===== src/rtl/signed_int_to_decimal_ascii_unit_defines.svh =====
// Assertion macros for the signed integer to decimal text unit.
// Included by the top level; expands to nothing when SYNTHESIS is defined.
`ifndef SIGNED_INT_TO_DECIMAL_ASCII_UNIT_DEFINES_SVH
`define SIGNED_INT_TO_DECIMAL_ASCII_UNIT_DEFINES_SVH

`ifndef SYNTHESIS

// Same-cycle implication, checked on every rising edge outside reset.
`define SITOA_ASSERT_NOW(label, clk, rst_n, ante, cons) \
    label: assert property (@(posedge clk) disable iff (!rst_n) (ante) |-> (cons)) \
        else $error("assertion failed");

// Next-cycle implication, checked on every rising edge outside reset.
`define SITOA_ASSERT_NEXT(label, clk, rst_n, ante, cons) \
    label: assert property (@(posedge clk) disable iff (!rst_n) (ante) |=> (cons)) \
        else $error("assertion failed");

`else

`define SITOA_ASSERT_NOW(label, clk, rst_n, ante, cons)
`define SITOA_ASSERT_NEXT(label, clk, rst_n, ante, cons)

`endif

`endif


===== src/rtl/sitoa_pkg.sv =====
// Types and constants for the signed integer to decimal text unit.
// No dependencies.
package sitoa_pkg;

    localparam int VALUE_W    = 32;
    localparam int NUM_DIGITS = 10;
    localparam int BCD_W      = 4 * NUM_DIGITS;
    localparam int IDX_W      = 4;
    localparam int STEP_W     = 5;

    localparam logic [STEP_W-1:0] LAST_STEP  = STEP_W'(VALUE_W - 1);
    localparam logic [7:0]        CHAR_ZERO  = 8'd48;
    localparam logic [7:0]        CHAR_NINE  = 8'd57;
    localparam logic [7:0]        CHAR_MINUS = 8'd45;

    typedef enum logic [3:0] {
        ST_IDLE = 4'b0001,
        ST_CONV = 4'b0010,
        ST_PREP = 4'b0100,
        ST_EMIT = 4'b1000
    } state_t;

endpackage


===== src/rtl/signed_int_to_decimal_ascii_unit.sv =====
// Signed 32-bit integer to decimal ASCII text. An item is accepted in the
// idle state, converted by 32 shift-and-adjust steps of one shared BCD unit,
// and after a leading-digit search in the prep state gives one character per
// cycle while the output is not stalled. A new item is accepted only after the
// last character of the previous one has been issued.
// Reset (aresetn low, synchronous) returns the sequencer to idle, empty output.
`include "signed_int_to_decimal_ascii_unit_defines.svh"

module signed_int_to_decimal_ascii_unit (
    input  logic        aclk,
    input  logic        aresetn,
    input  logic        s_valid,
    output logic        s_ready,
    input  logic [31:0] s_value,
    output logic        m_valid,
    input  logic        m_ready,
    output logic [7:0]  m_character,
    output logic        m_last_char
);
    import sitoa_pkg::*;

    state_t               state_reg, state_next;
    logic [VALUE_W-1:0]   mag_reg, mag_next;
    logic [BCD_W-1:0]     bcd_reg, bcd_next;
    logic [BCD_W-1:0]     bcd_adj;
    logic [STEP_W-1:0]    step_reg, step_next;
    logic [IDX_W-1:0]     idx_reg, idx_next;
    logic [IDX_W-1:0]     top_idx;
    logic                 neg_reg, neg_next;
    logic                 m_valid_reg, m_valid_next;
    logic [7:0]           m_char_reg, m_char_next;
    logic                 m_last_reg, m_last_next;
    logic                 out_free;
    logic [3:0]           cur_digit;

    assign s_ready     = (state_reg == ST_IDLE);
    assign m_valid     = m_valid_reg;
    assign m_character = m_char_reg;
    assign m_last_char = m_last_reg;
    assign out_free    = !m_valid_reg || m_ready;

    // Shared step unit: every BCD digit of five or more gets three added
    // before the whole register shifts left by one.
    always_comb begin
        for (int i = 0; i < NUM_DIGITS; i++) begin
            if (bcd_reg[4*i +: 4] >= 4'd5) begin
                bcd_adj[4*i +: 4] = bcd_reg[4*i +: 4] + 4'd3;
            end else begin
                bcd_adj[4*i +: 4] = bcd_reg[4*i +: 4];
            end
        end
    end

    // Highest nonzero digit; zero itself still prints one digit.
    always_comb begin
        top_idx = '0;
        for (int i = 0; i < NUM_DIGITS; i++) begin
            if (bcd_reg[4*i +: 4] != 4'd0) begin
                top_idx = IDX_W'(i);
            end
        end
    end

    assign cur_digit = bcd_reg[{idx_reg, 2'b00} +: 4];

    always_comb begin
        state_next   = state_reg;
        mag_next     = mag_reg;
        bcd_next     = bcd_reg;
        step_next    = step_reg;
        idx_next     = idx_reg;
        neg_next     = neg_reg;
        m_valid_next = m_valid_reg;
        m_char_next  = m_char_reg;
        m_last_next  = m_last_reg;

        if (m_valid_reg && m_ready) begin
            m_valid_next = 1'b0;
        end

        case (state_reg)
            ST_IDLE: begin
                if (s_valid) begin
                    neg_next   = s_value[VALUE_W-1];
                    // The most negative value negates to 2^31, which still fits unsigned.
                    mag_next   = s_value[VALUE_W-1] ? (~s_value + 32'd1) : s_value;
                    bcd_next   = '0;
                    step_next  = '0;
                    state_next = ST_CONV;
                end
            end
            ST_CONV: begin
                bcd_next  = {bcd_adj[BCD_W-2:0], mag_reg[VALUE_W-1]};
                mag_next  = {mag_reg[VALUE_W-2:0], 1'b0};
                step_next = step_reg + STEP_W'(1);
                if (step_reg == LAST_STEP) begin
                    state_next = ST_PREP;
                end
            end
            ST_PREP: begin
                idx_next   = top_idx;
                state_next = ST_EMIT;
            end
            ST_EMIT: begin
                if (out_free) begin
                    m_valid_next = 1'b1;
                    if (neg_reg) begin
                        m_char_next = CHAR_MINUS;
                        m_last_next = 1'b0;
                        neg_next    = 1'b0;
                    end else begin
                        m_char_next = CHAR_ZERO + {4'b0000, cur_digit};
                        m_last_next = (idx_reg == '0);
                        idx_next    = idx_reg - IDX_W'(1);
                        if (idx_reg == '0) begin
                            state_next = ST_IDLE;
                        end
                    end
                end
            end
            default: begin
                state_next = ST_IDLE;
            end
        endcase
    end

    always_ff @(posedge aclk) begin
        if (!aresetn) begin
            state_reg   <= ST_IDLE;
            m_valid_reg <= 1'b0;
            neg_reg     <= 1'b0;
        end else begin
            state_reg   <= state_next;
            m_valid_reg <= m_valid_next;
            neg_reg     <= neg_next;
        end
    end

    always_ff @(posedge aclk) begin
        mag_reg    <= mag_next;
        bcd_reg    <= bcd_next;
        step_reg   <= step_next;
        idx_reg    <= idx_next;
        m_char_reg <= m_char_next;
        m_last_reg <= m_last_next;
    end

    `SITOA_ASSERT_NEXT(a_accept_starts_conv, aclk, aresetn, s_valid && s_ready, state_reg == ST_CONV)
    `SITOA_ASSERT_NOW(a_char_legal, aclk, aresetn, m_valid, (m_character == CHAR_MINUS) || ((m_character >= CHAR_ZERO) && (m_character <= CHAR_NINE)))
    `SITOA_ASSERT_NOW(a_minus_not_last, aclk, aresetn, m_valid && (m_character == CHAR_MINUS), !m_last_char)
    `SITOA_ASSERT_NOW(a_busy_not_ready, aclk, aresetn, state_reg != ST_IDLE, !s_ready)

endmodule


===== config.mk =====
export PLATFORM = sky130hd
export DESIGN_NAME = signed_int_to_decimal_ascii_unit
export DESIGN_NICKNAME = d
export VERILOG_FILES = /design/src/rtl/sitoa_pkg.sv /design/src/rtl/signed_int_to_decimal_ascii_unit.sv
export VERILOG_INCLUDE_DIRS = /design/src /design/src/rtl
export SDC_FILE = /design/constraint.sdc
export NUM_CORES = 1
export LEC_CHECK = 0
export ABC_AREA = 1
export BUFFER_PORTS_ARGS = -buffer_cell sky130_fd_sc_hd__buf_2
export CELL_PAD_IN_SITES_DETAIL_PLACEMENT = 1
export CELL_PAD_IN_SITES_GLOBAL_PLACEMENT = 1
export CORE_MARGIN = 2
export CORE_UTILIZATION = 35
export CTS_CLUSTER_DIAMETER = 80
export DETAILED_ROUTE_END_ITERATION = 10
export PLACE_DENSITY_LB_ADDON = 0.25
export SYNTH_ARGS = -nofsm -noshare
export SYNTH_HDL_FRONTEND = slang
export SYNTH_SLANG_ARGS = --single-unit

===== constraint.sdc =====
create_clock -name aclk -period 3.3 [get_ports aclk]
set_input_delay 0.495 -clock aclk [delete_from_list [all_inputs] [get_ports aclk]]
set_output_delay 0.495 -clock aclk [all_outputs]
set_load 0.02 [all_outputs]

==> results of run 1 <==
==> metrics by stage <==
step	instances	power (W)
5_1_grt	993	0.00330
4_1_cts	993	0.00318
3_5_place_dp	977	0.00211
6_report	993	0.00313
2_1_floorplan	734	0.00192
3_3_place_gp	977	0.00208
==> cell usage in the layout (no fill, tap or decap), drive strengths merged, types with 18 or more instances in the layout <==
master / instances
buf: 47
edfxtp: 87
xor2: 18
nand3: 53
o21ai: 80
nand2: 147
ha: 24
inv: 101
nor2: 82
a21oi: 50
==> synth_stat cells (all sizes together) <==
| library cell | instances |
|---|---|
| a211oi | 4 |
| a21oi | 50 |
| a31oi | 5 |
| buf | 16 |
| clkbuf | 8 |
| clkinv | 1 |
| conb | 2 |
| dfxtp | 6 |
| edfxtp | 87 |
| ha | 24 |
| inv | 101 |
| nand2 | 147 |
| nand3 | 53 |
| nand3b | 2 |
| nand4 | 10 |
| nor2 | 82 |
| nor3 | 11 |
| nor3b | 1 |
| nor4 | 2 |
| o211a | 4 |
| o211ai | 3 |
| o21ai | 80 |
| o22ai | 8 |
| o31ai | 1 |
| o41ai | 1 |
| or2 | 3 |
| xnor2 | 3 |
| xor2 | 18 |
==> metal layers <==
layer	track usage, %	vias up	part of all wire (%)
li1	-	2533	-
met1	22.6	2459	46
met2	33.3	75	50
met3	3.75	14	2.2
met4	5.61	0	1.2
met5	0	-	0
==> path summary, 6_finish.rpt <==
kind                            depth (start not counted)         start  slack, ps           end
worst max-delay path                                    7  state_reg[1]       1270    idx_reg[3]
worst min register to register                          2   mag_reg[28]        520   mag_reg[29]
worst max register to register                          7  state_reg[1]       1270    idx_reg[3]
worst min-delay path                                    2       aresetn        360  state_reg[0]
==> worst register-to-register path, delay by kind of cell (launching register included) <==
| kind | cells | cell delay [ps] |
|---|---|---|
| buf+inv | 3 | 570 |
| simple gates | 3 | 750 |
| flops | 1 | 310 |
| compound gates | 1 | 110 |
==> layout make-up <==
type	instances	share of cell area, %
sequential	93	40.9
timing repair buffer	47	3.86
tap	220	4.12
inverter	102	5.74
clock inverter	5	0.769
multi-input combinational	515	40.9
clock buffer	11	3.64
==> cells by family (layout without fill, tap and decap cells) <==
kind of cell,after synthesis,after routing,share of synthesized area [%]
XOR/XNOR,21,21,3.09
AND/OR/NAND/NOR,311,311,23.0
AO/OA/AOI/OAI,156,156,14.4
adder cells (fa/ha/maj),24,24,5.04
buffers and inverters,126,165,8.54
flip-flops,93,93,45.8
other,2,3,0.126
==> where the power goes <==
part	leakage [nW]	total [W]	switching [W]	internal, W
Clock	0.143	0.00105	0.000444	0.000603
Sequential	0.893	0.00153	0.0000767	0.00145
Combinational	1.74	0.000555	0.000385	0.000169
==> impl_metrics.py, run 1 <==
metrics = {
    "cells_and_area": {
        "area.growth.synth_to_final_pct": 11.9,
        "final_layout_size_suffix_gt1_share_pct": 10.9,
        "largest_reg_flops": 40,
        "antenna_cells": 0,
        "area.sequential_um2": 2730,
        "post-route-util_pct": 40.1,
        "num-nets-final": 828,
        "nFillCells": 2046,
        "multi_input_area_um2": 2730,
        "stdcell_area_um2": 6670,
    },
    "timing": {
        "tns_ps": 0,
        "finalHoldViolCount": 0,
        "max_freq_ghz": 0.492,
        "finalSetupViolations": 0,
        "rsz0062_at_grt": "no",
        "relSlewSlack_pct": 53.1,
        "timing.hold.ws_ps": 358,
        "fin_skew_ps": 7.60,
        "min_period_ps": 2030,
        "slew_violations": 0,
        "fin_crit_sh_pct": 61.6,
        "fin_ws_ps": 1270,
        "tightest_slew_ps": 704,
    },
    "route": {
        "drcViolationCount": 0,
        "viasPerCell": 5.12,
        "antenna_left": 0,
        "dr_total_vias": 5081,
        "drt_pass1_iterations": 4,
        "dr.first_iter.drc_count": 223,
        "wl_mm": 15.9,
        "wl_per_cell_um": 16.1,
    },
    "power_and_ir_drop": {
        "power_density_nw_per_um2": 469,
        "leakagePower_nw": 2.78,
        "vdd_drop_max_v": 0.000266,
    },
    "synthesis": {
        "synth_warnings": 0,
        "yosysTopAreaCell": "edfxtp_1",
        "avgSynthCellArea_um2": 8.13,
        "syn_area_um2": 5960,
        "synth_seq_cells": 93,
        "synthCells": 733,
        "synth.distinct_cells": 42,
        "yosysSeqAreaShare_pct": 45.8,
        "synth_top_cell_area_share_pct": 43.8,
        "synthTopCellsByArea": "edfxtp_1 (44%), nand2_1 (9.1%), o21ai_0 (6.4%)",
    },
    "die": {
        "die_h_um": 135,
        "dieArea_um2": 18100,
        "start_util_pct": 35.8,
        "pin_count": 47,
        "die_width_um": 135,
        "std_cell_rows": 47,
        "core_um2": 16600,
    },
    "clock_tree": {
        "clk_latency_ps": 350,
        "cts_buffer_depth": 2,
        "htree_levels": 3,
        "cts.sinks": 93,
        "cts_buffers": 9,
        "path_clk_slew_ps": 60,
        "postCtsSetupRepairBufs": 0,
        "cts_tree": "built",
        "ctsResizeCount": 0,
        "cts_hold_buf": 0,
        "root_buffer": "clkbuf_16",
    },
    "placed_design": {
        "port_buffers": 43,
        "place_congestion": 0.840,
        "dpl_cell_area_um2": 6380,
        "dp_hpwl_mm": 12.0,
        "dp_slack_ps": 1190,
    },
    "critical_path": {
        "slowest_stage": "nor3_2",
        "end_kind": "register",
        "crit_required_ps": 3340,
        "critPathTopFamily": "simple AND/OR/NAND/NOR gates",
        "start_kind": "register",
        "cp.arrival_ps": 2080,
        "slowest_delay_ps": 450,
        "worst_path_most_repeated_cell": "inv_1",
        "path_class": "reg -> reg",
        "worst-path-buf-inv": 3,
        "critical_path.cell_chain": "inv_1 > nand2_1 > nor3_2 > nand2_1 > inv_1 > o22ai_1 > inv_1",
        "crit_path_max_fanout": 8,
    },
    "global_routing": {
        "grt_antenna_before_repair": 0,
        "grtUsageTotal_pct": 18.6,
        "grt_max_degree": 68,
        "grt_pass1_wl_mm": 27.0,
        "grt_remaining_overflow": 0,
        "grt_pass1_vias": 5641,
    },
    "worst_hold_path": {
        "worstHoldPathType": "in -> reg",
    },
    "run": {
        "maxCapViolCount": 0,
    },
    "run_status": {
        "status": "finished, final reports clean",
    },
}
Power figures use the tool's default switching activity.
==> run 2, diff against run 1 <==
==> constraint.sdc (replaced) <==
create_clock -name aclk -period 2.12 [get_ports aclk]
set_input_delay 0.318 -clock aclk [delete_from_list [all_inputs] [get_ports aclk]]
set_output_delay 0.318 -clock aclk [all_outputs]
set_load 0.02 [all_outputs]
==> run 2 against run 1 <==
Combinational power rose by 63%. Utilization rose by 0.47 points. Count of clock-buffer cells in the layout fell by 2. Sequential power rose by 56%. Clock power rose by 40%. Largest cell class is now multi-input combinational cells. Highest routed layer unchanged.
==> impl_metrics.py, run 2 (synthesized netlist as in run 1, its figures left out) <==
metrics = {
    "run_status": {
        "status": "finished, final reports clean",
    },
    "placed_design": {
        "port_buffers": 43,
        "dp_hpwl_mm": 12.4,
        "place_congestion": 0.891,
    },
    "die": {
        "die_width_um": 135,
        "die_h_um": 135,
        "start_util_pct": 35.8,
        "std_cell_rows": 47,
        "core_um2": 16600,
        "dieArea_um2": 18100,
        "pin_count": 47,
    },
    "global_routing": {
        "grt_pass1_wl_mm": 26.8,
        "grt_max_degree": 68,
        "grt_pass1_vias": 5412,
        "grtUsageTotal_pct": 18.9,
        "grt_antenna_before_repair": 0,
        "grt_remaining_overflow": 0,
    },
    "route": {
        "viasPerCell": 5.11,
        "drt_pass1_iterations": 4,
        "wl_per_cell_um": 16.0,
        "drcViolationCount": 0,
        "dr_total_vias": 5120,
        "dr.first_iter.drc_count": 238,
        "antenna_left": 0,
        "wl_mm": 16.0,
    },
    "critical_path": {
        "cp.arrival_ps": 2010,
        "start_kind": "register",
        "critPathTopFamily": "simple AND/OR/NAND/NOR gates",
        "worst_path_most_repeated_cell": "o21ai_0",
        "crit_required_ps": 2320,
        "slowest_delay_ps": 530,
        "end_kind": "register",
        "slowest_stage": "nor4_1",
        "crit_path_max_fanout": 4,
        "cp_num_cells": 6,
        "critical_path.cell_chain": "inv_1 > ha_1 > nand2_1 > nor4_1 > o21ai_0 > o21ai_0",
        "ff2ff_path_depth": 6,
        "path_class": "reg -> reg",
        "worst-path-buf-inv": 1,
    },
    "cells_and_area": {
        "nFillCells": 2052,
        "multi_input_area_um2": 2740,
        "area.sequential_um2": 2730,
        "largest_reg_flops": 40,
        "layout_commonest_cell": "nand2_1",
        "area.growth.synth_to_final_pct": 13.2,
        "antenna_cells": 0,
        "final_layout_size_suffix_gt1_share_pct": 11.9,
        "num-nets-final": 837,
        "layout_common_cells": "nand2_1 (143), inv_1 (95), edfxtp_1 (87)",
    },
    "run": {
        "maxCapViolCount": 0,
    },
    "clock_tree": {
        "clk_latency_ps": 360,
        "htree_levels": 3,
        "cts_hold_buf": 0,
        "ctsResizeCount": 0,
        "cts_tree": "built",
        "root_buffer": "clkbuf_16",
        "cts_buffer_depth": 2,
        "cts_buffers": 9,
        "postCtsSetupRepairBufs": 0,
        "path_clk_slew_ps": 70,
        "cts.sinks": 93,
    },
    "timing": {
        "slew_violations": 0,
        "finalHoldViolCount": 0,
        "tightest_slew_ps": 562,
        "max_freq_ghz": 0.552,
        "timing.hold.ws_ps": 180,
        "fin_crit_sh_pct": 85.5,
        "finalSetupViolations": 0,
        "min_period_ps": 1810,
        "rsz0062_at_grt": "no",
        "fin_skew_ps": 8.52,
        "relSlewSlack_pct": 62.2,
        "tns_ps": 0,
    },
    "power_and_ir_drop": {
        "leakagePower_nw": 2.83,
        "finalPower_w": 0.00476,
        "vdd_drop_max_v": 0.000402,
        "power_density_nw_per_um2": 704,
    },
    "worst_hold_path": {
        "worstHoldPathType": "in -> reg",
        "min_path_cells": 2,
    },
}
-- run 2: worst paths after layout --
path / startpoint / endpoint / slack [ps]
worst max-delay path: bcd_reg[32] / idx_reg[1] / 310
worst max register to register: bcd_reg[32] / idx_reg[1] / 310
worst min register to register: mag_reg[23] / mag_reg[24] / 530
worst min-delay path: aresetn / state_reg[0] / 180
-- run 2: report_power, final --
| part | internal [W] | leakage [nW] | total, W | switching (W) |
|---|---|---|---|---|
| registers | 0.00226 | 0.893 | 0.00238 | 0.000118 |
| logic | 0.000292 | 1.80 | 0.000906 | 0.000614 |
| clock network | 0.000776 | 0.134 | 0.00147 | 0.000697 |
| total | 0.00333 | 2.83 | 0.00476 | 0.00143 |
-- run 2: routing by layer --
metal  track usage (%)  vias up  share of wire (%)
met1              23.1     2472                 45
met4              5.38        0                1.3
li1                  -     2553                  -
met3              4.47       17                3.0
met2              33.1       78                 50
met5                 0        -                  0
-- run 2: through the flow --
stage / instances / instance area, um2 / util [%] / worst slack [ps]
2_1_floorplan: 734 / 5980 / - / 0.779
3_3_place_gp: 986 / 6490 / 39.0 / 280
3_5_place_dp: 986 / 6490 / 39.0 / 210
4_1_cts: 1002 / 6750 / 40.6 / 282
5_1_grt: 1002 / 6750 / 40.6 / 115
6_report: 1002 / 6750 / 40.6 / 308
-- run 2: layout make-up --
cell class	count	share of cell area (%)
clock inverter	7	0.482
inverter	102	5.67
clock buffer	9	3.34
timing repair buffer	56	5.37
multi-input combinational	515	40.6
sequential	93	40.5
tap	220	4.08
==> run 3, diff against run 2 <==
--- a/config.mk
+++ b/config.mk
@@ -15,6 +15,7 @@
 export CTS_CLUSTER_DIAMETER = 80
 export DETAILED_ROUTE_END_ITERATION = 10
 export PLACE_DENSITY_LB_ADDON = 0.25
+export REMOVE_ABC_BUFFERS = 1
 export SYNTH_ARGS = -nofsm -noshare
 export SYNTH_HDL_FRONTEND = slang
 export SYNTH_SLANG_ARGS = --single-unit
==> run 3 against run 2 <==
Non-clock buffer count shrank 1. Via count fell by 0.33%. Die area unchanged. Critical endpoint is now bcd_reg[2]. Sequential share of layout area down 0.052 points. Fmax rose by 3.2%. Flip-flop and latch count is the same. Clock skew down 3.0 ps. Critical path depth rose by 2.
==> impl_metrics.py, run 3 (synthesized netlist as in run 1, its figures left out) <==
metrics = {
    "route": {
        "wl_mm": 15.8,
        "antenna_left": 0,
        "wl_per_cell_um": 15.8,
        "drcViolationCount": 0,
        "drt_pass1_iterations": 4,
        "dr_total_vias": 5103,
        "viasPerCell": 5.10,
        "dr.first_iter.drc_count": 185,
    },
    "critical_path": {
        "critical_path.cell_chain": "inv_1 > ha_1 > inv_1 > nand2_1 > inv_1 > nor3_1 > o21ai_0 > a21oi_1",
        "crit_path_max_fanout": 5,
        "worst_path_most_repeated_cell": "inv_1",
        "path_class": "reg -> reg",
        "crit_required_ps": 2320,
        "cp.arrival_ps": 1960,
        "slowest_delay_ps": 440,
        "end_kind": "register",
        "slowest_stage": "nor3_1",
        "start_kind": "register",
    },
    "placed_design": {
        "dpl_cell_area_um2": 6450,
        "port_buffers": 43,
        "place_congestion": 0.865,
        "dp_hpwl_mm": 12.2,
        "placed_cells": 985,
    },
    "timing": {
        "fin_crit_sh_pct": 82.8,
        "finalHoldViolCount": 0,
        "relSlewSlack_pct": 62.0,
        "tns_ps": 0,
        "fin_skew_ps": 5.51,
        "max_freq_ghz": 0.569,
        "finalSetupViolations": 0,
        "min_period_ps": 1760,
        "slew_violations": 0,
        "rsz0062_at_grt": "no",
        "tightest_slew_ps": 565,
    },
    "die": {
        "pin_count": 47,
        "die_h_um": 135,
        "core_um2": 16600,
        "start_util_pct": 35.8,
        "dieArea_um2": 18100,
        "die_width_um": 135,
        "std_cell_rows": 47,
    },
    "global_routing": {
        "grt_remaining_overflow": 0,
        "grt_pass1_vias": 5372,
        "grtUsageTotal_pct": 18.3,
        "grt_antenna_before_repair": 0,
        "grt_pass1_wl_mm": 26.1,
        "grt_max_degree": 45,
    },
    "clock_tree": {
        "cts_tree": "built",
        "cts.sinks": 93,
        "path_clk_slew_ps": 60,
        "cts_buffers": 9,
        "cts_buffer_depth": 2,
        "htree_levels": 3,
        "clk_latency_ps": 350,
        "ctsResizeCount": 0,
        "postCtsSetupRepairBufs": 0,
        "root_buffer": "clkbuf_16",
        "cts_hold_buf": 0,
    },
    "cells_and_area": {
        "final_layout_size_suffix_gt1_share_pct": 11.8,
        "layout_commonest_cell": "nand2_1",
        "stdcell_area_um2": 6760,
        "nFillCells": 2019,
        "largest_reg_flops": 40,
        "instances_no_fill": 1001,
        "antenna_cells": 0,
        "layout_common_cells": "nand2_1 (143), inv_1 (95), edfxtp_1 (87)",
        "num-nets-final": 836,
        "area.sequential_um2": 2730,
        "multi_input_area_um2": 2730,
        "area.growth.synth_to_final_pct": 13.4,
    },
    "run_status": {
        "status": "finished, final reports clean",
    },
    "power_and_ir_drop": {
        "vdd_drop_max_v": 0.000509,
        "leakagePower_nw": 2.83,
        "power_density_nw_per_um2": 738,
    },
    "worst_hold_path": {
        "worstHoldPathType": "in -> reg",
    },
    "run": {
        "maxCapViolCount": 0,
    },
}
run 3: changes by cell type in the layout (fill, tap and decap cells not counted):
cell / delta
buf_12: -2
buf_4: +1
bufinv_16: +2
clkbuf_1: +2
clkinv_1: -2
clkinv_2: -2
nand2_4: +1
nand2_8: -1
run 3: area by class of cell:
type                            instances  share of cell area (%)
Clock buffer                           11                    3.44
Clock inverter                          5                    1.11
Inverter                              102                    5.66
Multi-Input combinational cell        515                    40.4
Sequential cell                        93                    40.4
Tap cell                              220                    4.07
Timing Repair Buffer                   55                    4.89
run 3: worst paths after layout:
kind               startpoint           end  slack, ps  depth (start not counted)
setup / recovery   bcd_reg[0]    bcd_reg[2]        360                          8
hold / removal        aresetn  state_reg[0]        190                          2
setup reg to reg   bcd_reg[0]    bcd_reg[2]        360                          8
hold reg to reg   mag_reg[25]   mag_reg[26]        520                          2
run 3: per-layer routing:
metal  vias up  track usage [%]  share of wire (%)
met5         -                0                  0
met4         0             5.73                2.2
met3        28             4.17                3.3
met2        79             31.5                 49
met1      2451             22.8                 46
li1       2545                -                  -
run 3: stage by stage:
| step | power (W) | setup WS, ps | hold WS, ps | util [%] |
|---|---|---|---|---|
| global route | 0.00526 | 90.3 | 181 | 40.6 |
| floorplan | 0.00297 | -2170 | 403 | - |
| CTS | 0.00506 | 330 | 177 | 40.6 |
| global placement | 0.00325 | 351 | 499 | 38.8 |
| detailed placement | 0.00331 | 308 | 506 | 38.8 |
| finish | 0.00499 | 364 | 186 | 40.6 |
run 3: power by group:
part	internal (W)	leakage (nW)	switching (W)
combinational	0.000280	1.78	0.000608
sequential	0.00226	0.893	0.000119
clock	0.00103	0.153	0.000697
run 3: critical path: cells and delay by family, from the launching register on:
family          cells  cell delay, ps
simple gates        2             490
flops               1             430
compound gates      2             310
fa+ha+maj           1             150
buf+inv             3             230
